==> src/rtl/core/cpfa_pkg.sv <==
`timescale 1ns / 1ps

package cpfa_pkg;

    typedef enum logic [2:0] {
        PS_FREE   = 3'd0,
        PS_SINGLE = 3'd1,
        PS_HEAD   = 3'd2,
        PS_TAIL   = 3'd3,
        PS_PART   = 3'd4
    } t_page_state;

    typedef enum logic [2:0] {
        RS_OK           = 3'd0,
        RS_NO_ROOM      = 3'd1,
        RS_BAD_COUNT    = 3'd2,
        RS_OUT_OF_BOUND = 3'd3,
        RS_MISALIGNED   = 3'd4,
        RS_DOUBLE_FREE  = 3'd5,
        RS_NOT_HEAD     = 3'd6,
        RS_BROKEN       = 3'd7
    } t_status;

    localparam logic OP_ALLOC = 1'b0;
    localparam logic OP_FREE  = 1'b1;

    localparam logic CFG_REGION_BASE = 1'b0;
    localparam logic CFG_PAGE_COUNT  = 1'b1;

    localparam int CFG_DATA_W   = 32;
    localparam int PAGE_COUNT_W = 13;

    localparam logic [31:0]             REGION_BASE_RST = 32'd1048576;
    localparam logic [PAGE_COUNT_W-1:0] PAGE_COUNT_RST  = 13'd4096;

    typedef struct packed {
        logic        opcode;
        logic [12:0] request_pages;
        logic [31:0] frame_address;
    } t_cmd_word;

    typedef struct packed {
        logic [31:0] result_address;
        logic [2:0]  status;
    } t_res_word;

endpackage

==> src/rtl/core/cpfa_seq.sv <==
`timescale 1ns / 1ps

module cpfa_seq
    import cpfa_pkg::*;
#(
    parameter int MAX_PAGES  = 4096,
    parameter int PAGE_BYTES = 4096,
    parameter int IW         = $clog2(MAX_PAGES),
    parameter int CW         = $clog2(MAX_PAGES + 1)
) (
    input  logic          i_clk,
    input  logic          i_rst_n,
    input  logic [31:0]   i_base,
    input  logic [CW-1:0] i_live,
    input  logic          i_start,
    input  t_cmd_word     i_cmd,
    output logic          o_busy,
    output logic          o_res_valid,
    output t_res_word     o_res,
    output logic [IW-1:0] o_rd_addr,
    input  logic [2:0]    i_rd_data,
    output logic          o_wr_en,
    output logic [IW-1:0] o_wr_addr,
    output logic [2:0]    o_wr_data
);

    localparam int SH = $clog2(PAGE_BYTES);

    typedef enum logic [5:0] {
        S_CLR  = 6'b000001,
        S_IDLE = 6'b000010,
        S_SCAN = 6'b000100,
        S_MARK = 6'b001000,
        S_FCHK = 6'b010000,
        S_WALK = 6'b100000
    } t_state;

    t_state        r_state, n_state;
    logic [CW-1:0] r_chk, n_chk;
    logic [CW-1:0] r_run, n_run;
    logic [CW-1:0] r_want, n_want;
    logic [IW-1:0] r_start, n_start;
    logic [CW-1:0] r_end, n_end;
    logic          r_res_valid, n_res_valid;
    t_res_word     r_res, n_res;

    logic          wr_en;
    t_page_state   wr_data;
    t_page_state   rd_state;
    logic [31:0]   offs;
    logic [31:0]   pg;
    logic          oob;
    logic          mis;
    logic [CW-1:0] run_inc;
    logic [CW-1:0] start_c;
    logic [31:0]   alloc_addr;

    assign rd_state   = t_page_state'(i_rd_data);
    assign offs       = i_cmd.frame_address - i_base;
    assign pg         = offs >> SH;
    assign oob        = (i_cmd.frame_address < i_base) || (pg >= 32'(i_live));
    assign mis        = i_cmd.frame_address[SH-1:0] != '0;
    assign run_inc    = (rd_state == PS_FREE) ? (r_run + CW'(1)) : '0;
    assign start_c    = r_chk + CW'(1) - r_want;
    assign alloc_addr = i_base + (32'(r_start) << SH);

    always_comb begin
        n_state     = r_state;
        n_chk       = r_chk;
        n_run       = r_run;
        n_want      = r_want;
        n_start     = r_start;
        n_end       = r_end;
        n_res_valid = 1'b0;
        n_res       = r_res;
        wr_en       = 1'b0;
        wr_data     = PS_FREE;
        case (r_state)
            S_CLR: begin
                wr_en = 1'b1;
                if (r_chk == CW'(MAX_PAGES - 1)) begin
                    n_state = S_IDLE;
                end else begin
                    n_chk = r_chk + CW'(1);
                end
            end
            S_IDLE: begin
                if (i_start) begin
                    n_res.result_address = '0;
                    if (i_cmd.opcode == OP_ALLOC) begin
                        if (i_cmd.request_pages == '0) begin
                            n_res_valid  = 1'b1;
                            n_res.status = RS_BAD_COUNT;
                        end else if (32'(i_cmd.request_pages) > 32'(i_live)) begin
                            n_res_valid  = 1'b1;
                            n_res.status = RS_NO_ROOM;
                        end else begin
                            n_want  = CW'(i_cmd.request_pages);
                            n_run   = '0;
                            n_chk   = '0;
                            n_state = S_SCAN;
                        end
                    end else begin
                        if (oob) begin
                            n_res_valid  = 1'b1;
                            n_res.status = RS_OUT_OF_BOUND;
                        end else if (mis) begin
                            n_res_valid  = 1'b1;
                            n_res.status = RS_MISALIGNED;
                        end else begin
                            n_chk   = CW'(pg);
                            n_state = S_FCHK;
                        end
                    end
                end
            end
            S_SCAN: begin
                n_run = run_inc;
                if (run_inc == r_want) begin
                    n_start = IW'(start_c);
                    n_end   = r_chk;
                    n_chk   = start_c;
                    n_state = S_MARK;
                end else if ((r_chk + CW'(1)) == i_live) begin
                    n_res_valid          = 1'b1;
                    n_res.status         = RS_NO_ROOM;
                    n_res.result_address = '0;
                    n_state              = S_IDLE;
                end else begin
                    n_chk = r_chk + CW'(1);
                end
            end
            S_MARK: begin
                wr_en = 1'b1;
                if (r_want == CW'(1)) begin
                    wr_data = PS_SINGLE;
                end else if (IW'(r_chk) == r_start) begin
                    wr_data = PS_HEAD;
                end else if (r_chk == r_end) begin
                    wr_data = PS_TAIL;
                end else begin
                    wr_data = PS_PART;
                end
                if (r_chk == r_end) begin
                    n_res_valid          = 1'b1;
                    n_res.status         = RS_OK;
                    n_res.result_address = alloc_addr;
                    n_state              = S_IDLE;
                end else begin
                    n_chk = r_chk + CW'(1);
                end
            end
            S_FCHK: begin
                n_res.result_address = '0;
                case (rd_state)
                    PS_FREE: begin
                        n_res_valid  = 1'b1;
                        n_res.status = RS_DOUBLE_FREE;
                        n_state      = S_IDLE;
                    end
                    PS_SINGLE: begin
                        wr_en        = 1'b1;
                        n_res_valid  = 1'b1;
                        n_res.status = RS_OK;
                        n_state      = S_IDLE;
                    end
                    PS_HEAD: begin
                        wr_en   = 1'b1;
                        n_chk   = r_chk + CW'(1);
                        n_state = S_WALK;
                    end
                    default: begin
                        n_res_valid  = 1'b1;
                        n_res.status = RS_NOT_HEAD;
                        n_state      = S_IDLE;
                    end
                endcase
            end
            S_WALK: begin
                n_res.result_address = '0;
                if (r_chk >= i_live) begin
                    n_res_valid  = 1'b1;
                    n_res.status = RS_BROKEN;
                    n_state      = S_IDLE;
                end else begin
                    case (rd_state)
                        PS_TAIL: begin
                            wr_en        = 1'b1;
                            n_res_valid  = 1'b1;
                            n_res.status = RS_OK;
                            n_state      = S_IDLE;
                        end
                        PS_HEAD, PS_PART: begin
                            wr_en = 1'b1;
                            n_chk = r_chk + CW'(1);
                        end
                        default: begin
                            n_res_valid  = 1'b1;
                            n_res.status = RS_BROKEN;
                            n_state      = S_IDLE;
                        end
                    endcase
                end
            end
            default: begin
                n_state = S_IDLE;
            end
        endcase
    end

    always_ff @(posedge i_clk) begin
        if (!i_rst_n) begin
            r_state     <= S_CLR;
            r_chk       <= '0;
            r_res_valid <= 1'b0;
        end else begin
            r_state     <= n_state;
            r_chk       <= n_chk;
            r_res_valid <= n_res_valid;
        end
    end

    always_ff @(posedge i_clk) begin
        r_run   <= n_run;
        r_want  <= n_want;
        r_start <= n_start;
        r_end   <= n_end;
        r_res   <= n_res;
    end

    assign o_busy      = r_state != S_IDLE;
    assign o_res_valid = r_res_valid;
    assign o_res       = r_res;
    assign o_rd_addr   = n_chk[IW-1:0];
    assign o_wr_en     = wr_en;
    assign o_wr_addr   = r_chk[IW-1:0];
    assign o_wr_data   = wr_data;

    a_err_zero_addr: assert property (@(posedge i_clk) disable iff (!i_rst_n)
        r_res_valid && (r_res.status != RS_OK) |-> r_res.result_address == '0)
        else $error("failed result carries an address");

    a_mark_in_run: assert property (@(posedge i_clk) disable iff (!i_rst_n)
        (r_state == S_MARK) |-> (IW'(r_chk) >= r_start) && (r_chk <= r_end))
        else $error("mark pointer outside the found run");

    a_walk_in_live: assert property (@(posedge i_clk) disable iff (!i_rst_n)
        wr_en && (r_state == S_WALK) |-> r_chk < i_live)
        else $error("block release beyond live pages");

    a_scan_run: assert property (@(posedge i_clk) disable iff (!i_rst_n)
        (r_state == S_SCAN) |-> r_run < r_want)
        else $error("scan run passed request without stopping");

    a_no_res_in_clr: assert property (@(posedge i_clk) disable iff (!i_rst_n)
        (r_state == S_CLR) |=> !r_res_valid)
        else $error("result raised during clearing pass");

endmodule

==> config.mk <==
export PLATFORM = sky130hd
export DESIGN_NAME = cpfa_seq
export DESIGN_NICKNAME = d
export VERILOG_FILES = /design/src/rtl/core/cpfa_pkg.sv /design/src/rtl/core/cpfa_seq.sv
export SDC_FILE = /design/constraint.sdc
export NUM_CORES = 1
export LEC_CHECK = 0
export BUFFER_PORTS_ARGS = -buffer_cell sky130_fd_sc_hd__buf_2
export CAP_MARGIN = 15
export CORE_MARGIN = 10
export CORE_UTILIZATION = 44
export DETAILED_ROUTE_END_ITERATION = 6
export SYNTH_ARGS = -nofsm -noshare
export SYNTH_HDL_FRONTEND = slang
export SYNTH_SLANG_ARGS = --single-unit
==> constraint.sdc <==
create_clock -name i_clk -period 7.7 [get_ports i_clk]
set_clock_uncertainty 0.05 [all_clocks]
set_input_delay 0.77 -clock i_clk [delete_from_list [all_inputs] [get_ports i_clk]]
set_output_delay 0.77 -clock i_clk [all_outputs]
set_load 0.05 [all_outputs]
==> results of run 1 <==
[cells in the mapped netlist (5+ instances only)]
library cell | count | area (um^2)
sky130_fd_sc_hd__a211o_1 | 5 | 43.8
sky130_fd_sc_hd__a211oi_1 | 13 | 97.6
sky130_fd_sc_hd__a21boi_0 | 8 | 60.1
sky130_fd_sc_hd__a21o_1 | 20 | 150
sky130_fd_sc_hd__a21oi_1 | 86 | 430
sky130_fd_sc_hd__a22oi_1 | 6 | 45.0
sky130_fd_sc_hd__a311oi_1 | 5 | 43.8
sky130_fd_sc_hd__a31oi_1 | 7 | 43.8
sky130_fd_sc_hd__and2_1 | 16 | 100
sky130_fd_sc_hd__and3_1 | 23 | 144
sky130_fd_sc_hd__buf_2 | 10 | 50.1
sky130_fd_sc_hd__buf_4 | 25 | 188
sky130_fd_sc_hd__clkbuf_1 | 21 | 78.8
sky130_fd_sc_hd__dfxtp_1 | 20 | 400
sky130_fd_sc_hd__edfxtp_1 | 86 | 2580
sky130_fd_sc_hd__ha_1 | 96 | 1200
sky130_fd_sc_hd__inv_1 | 91 | 342
sky130_fd_sc_hd__mux2i_1 | 6 | 60.1
sky130_fd_sc_hd__nand2_1 | 83 | 312
sky130_fd_sc_hd__nand2b_1 | 11 | 68.8
sky130_fd_sc_hd__nand3_1 | 36 | 180
sky130_fd_sc_hd__nand3b_1 | 5 | 37.5
sky130_fd_sc_hd__nand4_1 | 18 | 113
sky130_fd_sc_hd__nor2_1 | 119 | 447
sky130_fd_sc_hd__nor2b_1 | 17 | 106
sky130_fd_sc_hd__nor3_1 | 38 | 190
sky130_fd_sc_hd__nor3b_1 | 6 | 45.0
sky130_fd_sc_hd__nor4_1 | 21 | 131
sky130_fd_sc_hd__o2111ai_1 | 5 | 43.8
sky130_fd_sc_hd__o211ai_1 | 13 | 97.6
sky130_fd_sc_hd__o21a_1 | 9 | 67.6
sky130_fd_sc_hd__o21ai_0 | 70 | 350
sky130_fd_sc_hd__o21ai_1 | 9 | 45.0
sky130_fd_sc_hd__o21bai_1 | 5 | 37.5
sky130_fd_sc_hd__o221ai_1 | 5 | 43.8
sky130_fd_sc_hd__o31ai_1 | 5 | 37.5
sky130_fd_sc_hd__or3_1 | 5 | 31.3
sky130_fd_sc_hd__or4_1 | 7 | 52.6
sky130_fd_sc_hd__xnor2_1 | 65 | 569
sky130_fd_sc_hd__xor2_1 | 40 | 350
[placed cells by master (no fill, tap or decap), types with 6 or more instances in the layout]
cell                          n
sky130_fd_sc_hd__edfxtp_1    86
sky130_fd_sc_hd__o211ai_1    13
sky130_fd_sc_hd__dfxtp_1     20
sky130_fd_sc_hd__or4_1        7
sky130_fd_sc_hd__nor2b_1     17
sky130_fd_sc_hd__ha_1        96
sky130_fd_sc_hd__xnor2_1     65
sky130_fd_sc_hd__nor2_1     119
sky130_fd_sc_hd__inv_1       91
sky130_fd_sc_hd__buf_2      161
sky130_fd_sc_hd__a22oi_1      6
sky130_fd_sc_hd__a21o_1      20
sky130_fd_sc_hd__mux2i_1      6
sky130_fd_sc_hd__o21ai_1      9
sky130_fd_sc_hd__a21oi_1     86
sky130_fd_sc_hd__clkbuf_16    9
sky130_fd_sc_hd__nor3_1      38
sky130_fd_sc_hd__nor4_1      21
sky130_fd_sc_hd__buf_4       12
sky130_fd_sc_hd__nand2_1     83
sky130_fd_sc_hd__o21ai_0     70
sky130_fd_sc_hd__a211oi_1    12
sky130_fd_sc_hd__o21a_1       9
sky130_fd_sc_hd__a31oi_1      7
sky130_fd_sc_hd__nand2b_1    11
sky130_fd_sc_hd__nand4_1     18
sky130_fd_sc_hd__and2_1      16
sky130_fd_sc_hd__and3_1      23
sky130_fd_sc_hd__a21boi_0     8
sky130_fd_sc_hd__xor2_1      40
sky130_fd_sc_hd__nand3_1     36
[state kept, by name, indices dropped and copies added (netlist names)]
| name | cells |
|---|---|
| r_chk | 13 |
| r_state | 6 |
| r_want | 13 |
| r_start | 12 |
| o_res | 35 |
| r_end | 13 |
| r_run | 13 |
| o_res_valid | 1 |
[layer usage]
metal	share of wire, %	vias to the layer above	track usage (%)
met5	0	-	0
met4	1.7	0	5.57
met3	7.7	45	4.14
met2	45	416	35.6
met1	46	4628	33.7
li1	-	4721	-
[power groups by stage]
stage	Sequential [uW]	Clock, uW	Combinational [uW]
4_1_cts	767	464	1040
3_3_place_gp	778	0	1030
2_1_floorplan	839	0	690
6_report	768	460	1050
5_1_grt	776	487	1140
3_5_place_dp	780	0	1030
[critical path, delay by kind of cell]
kind / cells / cell delay, ns
simple gates: 5 / 1.64
fa+ha+maj: 2 / 0.59
compound gates: 10 / 2.21
xor+xnor: 1 / 0.24
buf+inv: 3 / 0.41
[cell type report]
type | instances | share of cell area [%]
flip-flops and latches | 106 | 25.9
clock buffers | 11 | 2.02
multi-input cells | 964 | 57.5
inverters | 92 | 3.00
repair buffers | 173 | 7.78
well taps | 313 | 3.40
clock inverters | 5 | 0.326
[stage by stage]
step                hold slack, ns  power, uW  setup WS [ns]  instance area, um^2  cells
floorplan                    0.382       1530           1.53                10300   1222
detailed placement           0.613       1810           1.08                11200   1648
finish                       0.560       2280           1.01                11500   1664
global route                 0.556       2410          0.682                11500   1664
CTS                          0.551       2270           1.06                11500   1664
global placement             0.613       1810           1.15                11200   1648
[worst min path at each step]
stage / start / end / slack [ns] / depth (start not counted)
after floorplan: r_chk[12] / r_end[12] / 0.38 / 0
after global placement: r_run[11] / r_run[11] / 0.61 / 2
after detailed placement: r_run[11] / r_run[11] / 0.61 / 2
after CTS: i_cmd[32] / r_want[0] / 0.55 / 1
after global routing: i_cmd[32] / r_want[0] / 0.56 / 1
final: i_cmd[32] / r_want[0] / 0.56 / 1
[kinds of logic (layout without fill, tap and decap cells)]
logic type | after synthesis | in the layout | synth area share (%)
buffers and inverters | 152 | 281 | 6.73
xor gates and xnor gates | 106 | 106 | 9.16
DFF | 106 | 106 | 29.0
muxes | 6 | 6 | 0.584
AOI/OAI and AO/OA | 326 | 326 | 21.4
adders and majority gates | 98 | 98 | 12.1
and+or+nand+nor | 428 | 428 | 21.0
==> reports/qor_table.md, run 1 <==
| Quantity | Reported |
|:---|:---|
| Number of nets with antenna violations after routing | 0 |
| Multi-input gate area | 6620 um^2 |
| Die boundary height | 173 um |
| Number of nets in the synthesized netlist | 1,417 |
| Root buffer cell | sky130_fd_sc_hd__clkbuf_16 |
| Critical path required time | 6.88 ns |
| Number of antenna violations at the first check in global routing | 0 |
| Die outline width | 173 um |
| # setup viols final | 0 |
| Clock network fraction of design power | 20.2% |
| Minimum clock period | 6.69 ns |
| Beginning of the worst register-to-register path | r_chk[1] |
| Number of gates resized after cts | 0 |
| Max-cap check violation count | 0 |
| Number of antenna repair diodes | 0 |
| Power density over the cells | 198 nW/um^2 |
| Peak ir drop on the vdd network | 131 uV |
| Sum of negative setup slack | 0 ns |
| Fill cell instance count of the final layout | 2,271 |
| Placeable core region | 22,800 um^2 |
| Reg-to-Reg End | o_res[1] |
| Cell Rows | 55 |
| Via count of the first global-routing pass | 9,515 |
| Crit-path max cell delay | 0.59 ns |
| Worst Max-Slew Pin Slew | 1.25 ns |
| Number of synthesized register bits | 106 |
| Post-CTS Hold Buffers | 0 |
| Number of enable flip-flop cells after synthesis | 86 |
| Gate Count Post-Synth | 1,222 |
| TritonCTS clock tree | built |
| Hold/Removal Path Class | in -> reg |
| Maximum fanout count along the critical path | 8 |
| Fraction of layout instances using a drive strength above 1 | 16.6% |
| Combined global-route utilization of all metal layers | 23.5% |
| Avg Synthesized Cell Area | 8.41 um^2 |
| Reg-to-reg slack, setup | 2.34 ns |
| Global-route wire length before repair | 56,000 um |
| Routability cong. | 1.02 |
| Portion of total power attributed to combinational logic | 46.1% |
| Slowest cell on the critical path | sky130_fd_sc_hd__or4_4 |
| Synth cell types | 92 |
| Leak pwr | 0.00489 uW |
| First drt pass iteration count | 5 |
| Sequential share of power | 33.7% |
| Number of clock sinks seen by CTS | 106 |
| Status | completed |
| Overflow left after global routing | 0 |
| Max Root-Sink Buffers | 2 |
| Initial cell density of the core | 45.0% |
| H-tree levels | 3 |
| Post-route DRC violation count | 0 |
| Total CTS buffers | 9 |
| Dominant synthesized flop cell | sky130_fd_sc_hd__edfxtp_1 |
| Detail-routed via count per cell | 5.90 |
| Fraction of synthesis flops using an asynchronous set or reset pin | 0% |
| Capture point of the critical path | o_rd_addr[3] |
| Arrival time at the worst endpoint | 5.87 ns |
| Net switching share of the total power | 45.4% |
| Final hold violation count | 0 |
| Design internal power | 1240 uW |
| Post-synthesis sequential area ratio | 29.0% |
| Launching element of the worst setup path | i_base[4] |
| Source-to-sink clock delay at the later pin of the worst-skew pair | 0.37 ns |
| Number of vias after detailed routing | 9,810 |
| Total count of max-transition violations in the final report | 0 |
| Area taken by flip-flops and latches | 2980 um^2 |
| Unrepaired setup endpoints after global routing | false |
| Largest net degree at the start of global routing | 34 |
| Total I/O pin count | 162 |
| DRC violation total after the first TritonRoute iteration | 935 |
| Count of synthesis-stage warnings from yosys | 0 |
| Area of the die | 29,900 um^2 |
| Final-stage net count | 1,541 |
| Nature of the critical path endpoint | primary output |
| Port-buffer cells | 161 |
| Utilization of the core after routing | 50.4% |
| Fmax achieved | 149 MHz |
| Synthesis-to-finish area growth | 12.0% |
| HPWL after DPL | 29,400 um |
| R2R cell count | 13 |
| Class of the most critical setup path | in -> out |
| Drt total wl | 36,400 um |
| Cell Area, Synth | 10,300 um^2 |
| Worst-path cell chain | buf_2, inv_1, ha_1, a21o_1, a21oi_1, a21boi_0, o21bai_1, a21o_1, a21oi_1, xor2_1, ha_1, nand2b_1, a31oi_1, nor4_1, o2111ai_1, o2111ai_1, or3_4, or4_4, nor2_1, a221o_1, buf_2 |
| Switching power | 1030 uW |
| Clock-pin slew on the worst setup and hold paths | 0.08 ns |
| Number of setup buffers added after CTS | 0 |
| Rel. slew slack | 16.3% |
| Crit start category | input pin |
| Average wire per cell in the routed design | 21.9 um |
| Final critical-path share of the clock period | 86.9% |
No activity file was read; power rests on OpenSTA's default activity.
==> inputs of run 2 (changes only) <==
--- a/config.mk
+++ b/config.mk
@@ -7,9 +7,10 @@
 export LEC_CHECK = 0
 export BUFFER_PORTS_ARGS = -buffer_cell sky130_fd_sc_hd__buf_2
 export CAP_MARGIN = 15
-export CORE_MARGIN = 10
-export CORE_UTILIZATION = 44
+export CORE_MARGIN = 1
+export CORE_UTILIZATION = 59
 export DETAILED_ROUTE_END_ITERATION = 6
+export PLACE_DENSITY = 0.83
 export SYNTH_ARGS = -nofsm -noshare
 export SYNTH_HDL_FRONTEND = slang
 export SYNTH_SLANG_ARGS = --single-unit
==> run 2 against run 1 <==
  * Sequential power barely moved
  * First-iteration DRC count grew 54%
  * Cell count down 5.7%
  * Hold slack improved by 0.0046 ns
  * Clock power decreased by 3%
==> reports/qor_table.md, run 2 (synthesis gave the netlist of run 1 again) <==
| Quantity | Reported | vs previous |
|:---|:---|:---|
| Detail-routed via count per cell | 6.46 | +9.6% |
| Routability cong. | 1.04 | +2.4% |
| Number of setup buffers added after CTS | 0 | unchanged |
| Cells on Worst Hold Path | 1 | unchanged |
| R2R cell count | 13 | unchanged |
| Max Root-Sink Buffers | 2 | unchanged |
| PnR Total Power | 2270 uW | -0.30% |
| Nature of the critical path endpoint | primary output |  |
| Unrepaired setup endpoints after global routing | false |  |
| Critical path required time | 6.88 ns | about the same |
| Overflow left after global routing | 0 | unchanged |
| Global-route wire length before repair | 50,500 um | -10% |
| HPWL after DPL | 26,200 um | -11% |
| Peak ir drop on the vdd network | 233 uV | +78% |
| Leak pwr | 0.00488 uW | -0.26% |
| Worst Max-Slew Pin Slew | 0.988 ns | -0.259 ns |
| Number of nets with antenna violations after routing | 0 | unchanged |
| # setup viols final | 0 | unchanged |
| Root buffer cell | sky130_fd_sc_hd__clkbuf_16 |  |
| Number of gates resized after cts | 0 | unchanged |
| DRC violation total after the first TritonRoute iteration | 1,436 | +54% |
| Fmax achieved | 148 MHz | -1.3% |
| First drt pass iteration count | 6 | +1 |
| Status | completed |  |
| Number of vias after detailed routing | 10,136 | +3.3% |
| Layout Cells excl Fill | 1,569 | -5.7% |
| Number of clock sinks seen by CTS | 106 | unchanged |
| Area of the die | 18,000 um^2 | -40% |
| Power density over the cells | 200 nW/um^2 | +0.94% |
| Via count of the first global-routing pass | 9,150 | -3.8% |
| Drt total wl | 33,100 um | -9.1% |
| Placeable core region | 16,800 um^2 | -26% |
| Number of antenna repair diodes | 0 | unchanged |
| Flip-flop count of the largest register after layout | 35 | unchanged |
| Synthesis-to-finish area growth | 10.6% |  |
| Die boundary height | 134 um | -22% |
| Fill cell instance count of the final layout | 1,435 | -37% |
| Largest net degree at the start of global routing | 34 | unchanged |
| Minimum clock period | 6.78 ns | +0.0855 ns |
| Total count of max-transition violations in the final report | 0 | unchanged |
| Final-stage net count | 1,539 | -0.13% |
| Combined global-route utilization of all metal layers | 36.9% | +13 points |
| Most common cell after layout, fill and taps aside | sky130_fd_sc_hd__buf_2 |  |
| Die outline width | 134 um | -22% |
| Number of antenna violations at the first check in global routing | 0 | unchanged |
| Fraction of layout instances using a drive strength above 1 | 16.3% | -0.27 points |
| Cell Rows | 47 | -15% |
| Arrival time at the worst endpoint | 5.96 ns | +0.09 ns |
| Average wire per cell in the routed design | 21.1 um | -3.6% |
| Clock-pin slew on the worst setup and hold paths | 0.07 ns | about the same |
| Initial cell density of the core | 61.1% | +16 points |
| Post-route DRC violation count | 0 | unchanged |
| Total I/O pin count | 162 | unchanged |
| Highest-count cells in the layout ignoring fill and taps | sky130_fd_sc_hd__buf_2 (161), sky130_fd_sc_hd__nor2_1 (119), sky130_fd_sc_hd__ha_1 (96), sky130_fd_sc_hd__inv_1 (91) |  |
| H-tree levels | 3 | unchanged |
| Sum of negative setup slack | 0 ns | unchanged |
| Post-CTS Hold Buffers | 0 | unchanged |
| Total CTS buffers | 9 | unchanged |
| Crit start category | input pin |  |
| Number of cells after detailed placement | 1,553 | -5.8% |
| Maximum fanout count along the critical path | 8 | unchanged |
| Source-to-sink clock delay at the later pin of the worst-skew pair | 0.37 ns | about the same |
| TritonCTS clock tree | built |  |
| Port-buffer cells | 161 | unchanged |
| Hold/Removal Path Class | in -> reg |  |
| Final critical-path share of the clock period | 88.0% | +1.1 points |
| Final Hold Slack | 0.564 ns | +0.00458 ns |
| Final hold violation count | 0 | unchanged |
| Class of the most critical setup path | in -> out |  |
| Max-cap check violation count | 0 | unchanged |
| Rel. slew slack | 33.9% | +18 points |
-- run 2: routing by layer --
| layer | global-route usage, % | vias to the layer above | routed length (um) |
|---|---|---|---|
| met5 | 0 | - | 0 |
| met4 | 12.8 | 0 | 980 |
| met3 | 8.24 | 82 | 4100 |
| met2 | 54.2 | 670 | 14200 |
| met1 | 53.0 | 4660 | 13800 |
| li1 | - | 4724 | - |
-- run 2: per-stage QoR --
step                      area (um^2)  util, %  setup slack [ns]
after detailed placement        11100     66.0              1.11
after floorplan                 10300        -              1.53
final                           11400     67.6             0.921
after CTS                       11400     67.6              1.09
after global placement          11100     66.0              1.22
after global routing            11400     67.6             0.687
-- run 2: layout make-up --
type	instances	area, um^2	area share (%)
Clock buffer	11	233	2.05
Clock inverter	5	32.5	0.286
Inverter	92	345	3.04
Multi-Input combinational cell	964	6620	58.2
Sequential cell	106	2980	26.2
Tap cell	220	275	2.42
Timing Repair Buffer	171	881	7.75
-- run 2: worst max-delay path, stage by stage --
cell	delay, ns
sky130_fd_sc_hd__buf_2	0.09
sky130_fd_sc_hd__inv_1	0.07
sky130_fd_sc_hd__ha_1	0.39
sky130_fd_sc_hd__nand2_1	0.15
sky130_fd_sc_hd__nor2_1	0.18
sky130_fd_sc_hd__o2111ai_1	0.13
sky130_fd_sc_hd__o21ai_0	0.64
sky130_fd_sc_hd__nand3_1	0.15
sky130_fd_sc_hd__nand2_1	0.12
sky130_fd_sc_hd__xor2_1	0.26
sky130_fd_sc_hd__ha_1	0.30
sky130_fd_sc_hd__and3_1	0.19
sky130_fd_sc_hd__a22oi_1	0.19
sky130_fd_sc_hd__o2111ai_1	0.14
sky130_fd_sc_hd__or3_4	0.39
sky130_fd_sc_hd__or4_4	0.58
sky130_fd_sc_hd__nor2_1	0.53
sky130_fd_sc_hd__a211oi_1	0.20
sky130_fd_sc_hd__nand2_1	0.16
sky130_fd_sc_hd__buf_2	0.28
-- run 2: path summary, 6_finish.rpt --
check	from	end	slack, ns
worst max register to register	r_chk[1]	o_res[0]	2.28
worst max-delay path	i_base[13]	o_rd_addr[2]	0.92
worst min register to register	r_run[11]	r_run[11]	0.66
worst min-delay path	i_cmd[32]	r_want[0]	0.56
-- run 2: power by group --
| part | total (uW) | leakage [uW] | internal, uW | switching (uW) |
|---|---|---|---|---|
| logic | 1060 | 0.00380 | 329 | 729 |
| registers | 766 | 0.000949 | 694 | 72.5 |
| clock network | 447 | 0.000131 | 220 | 227 |
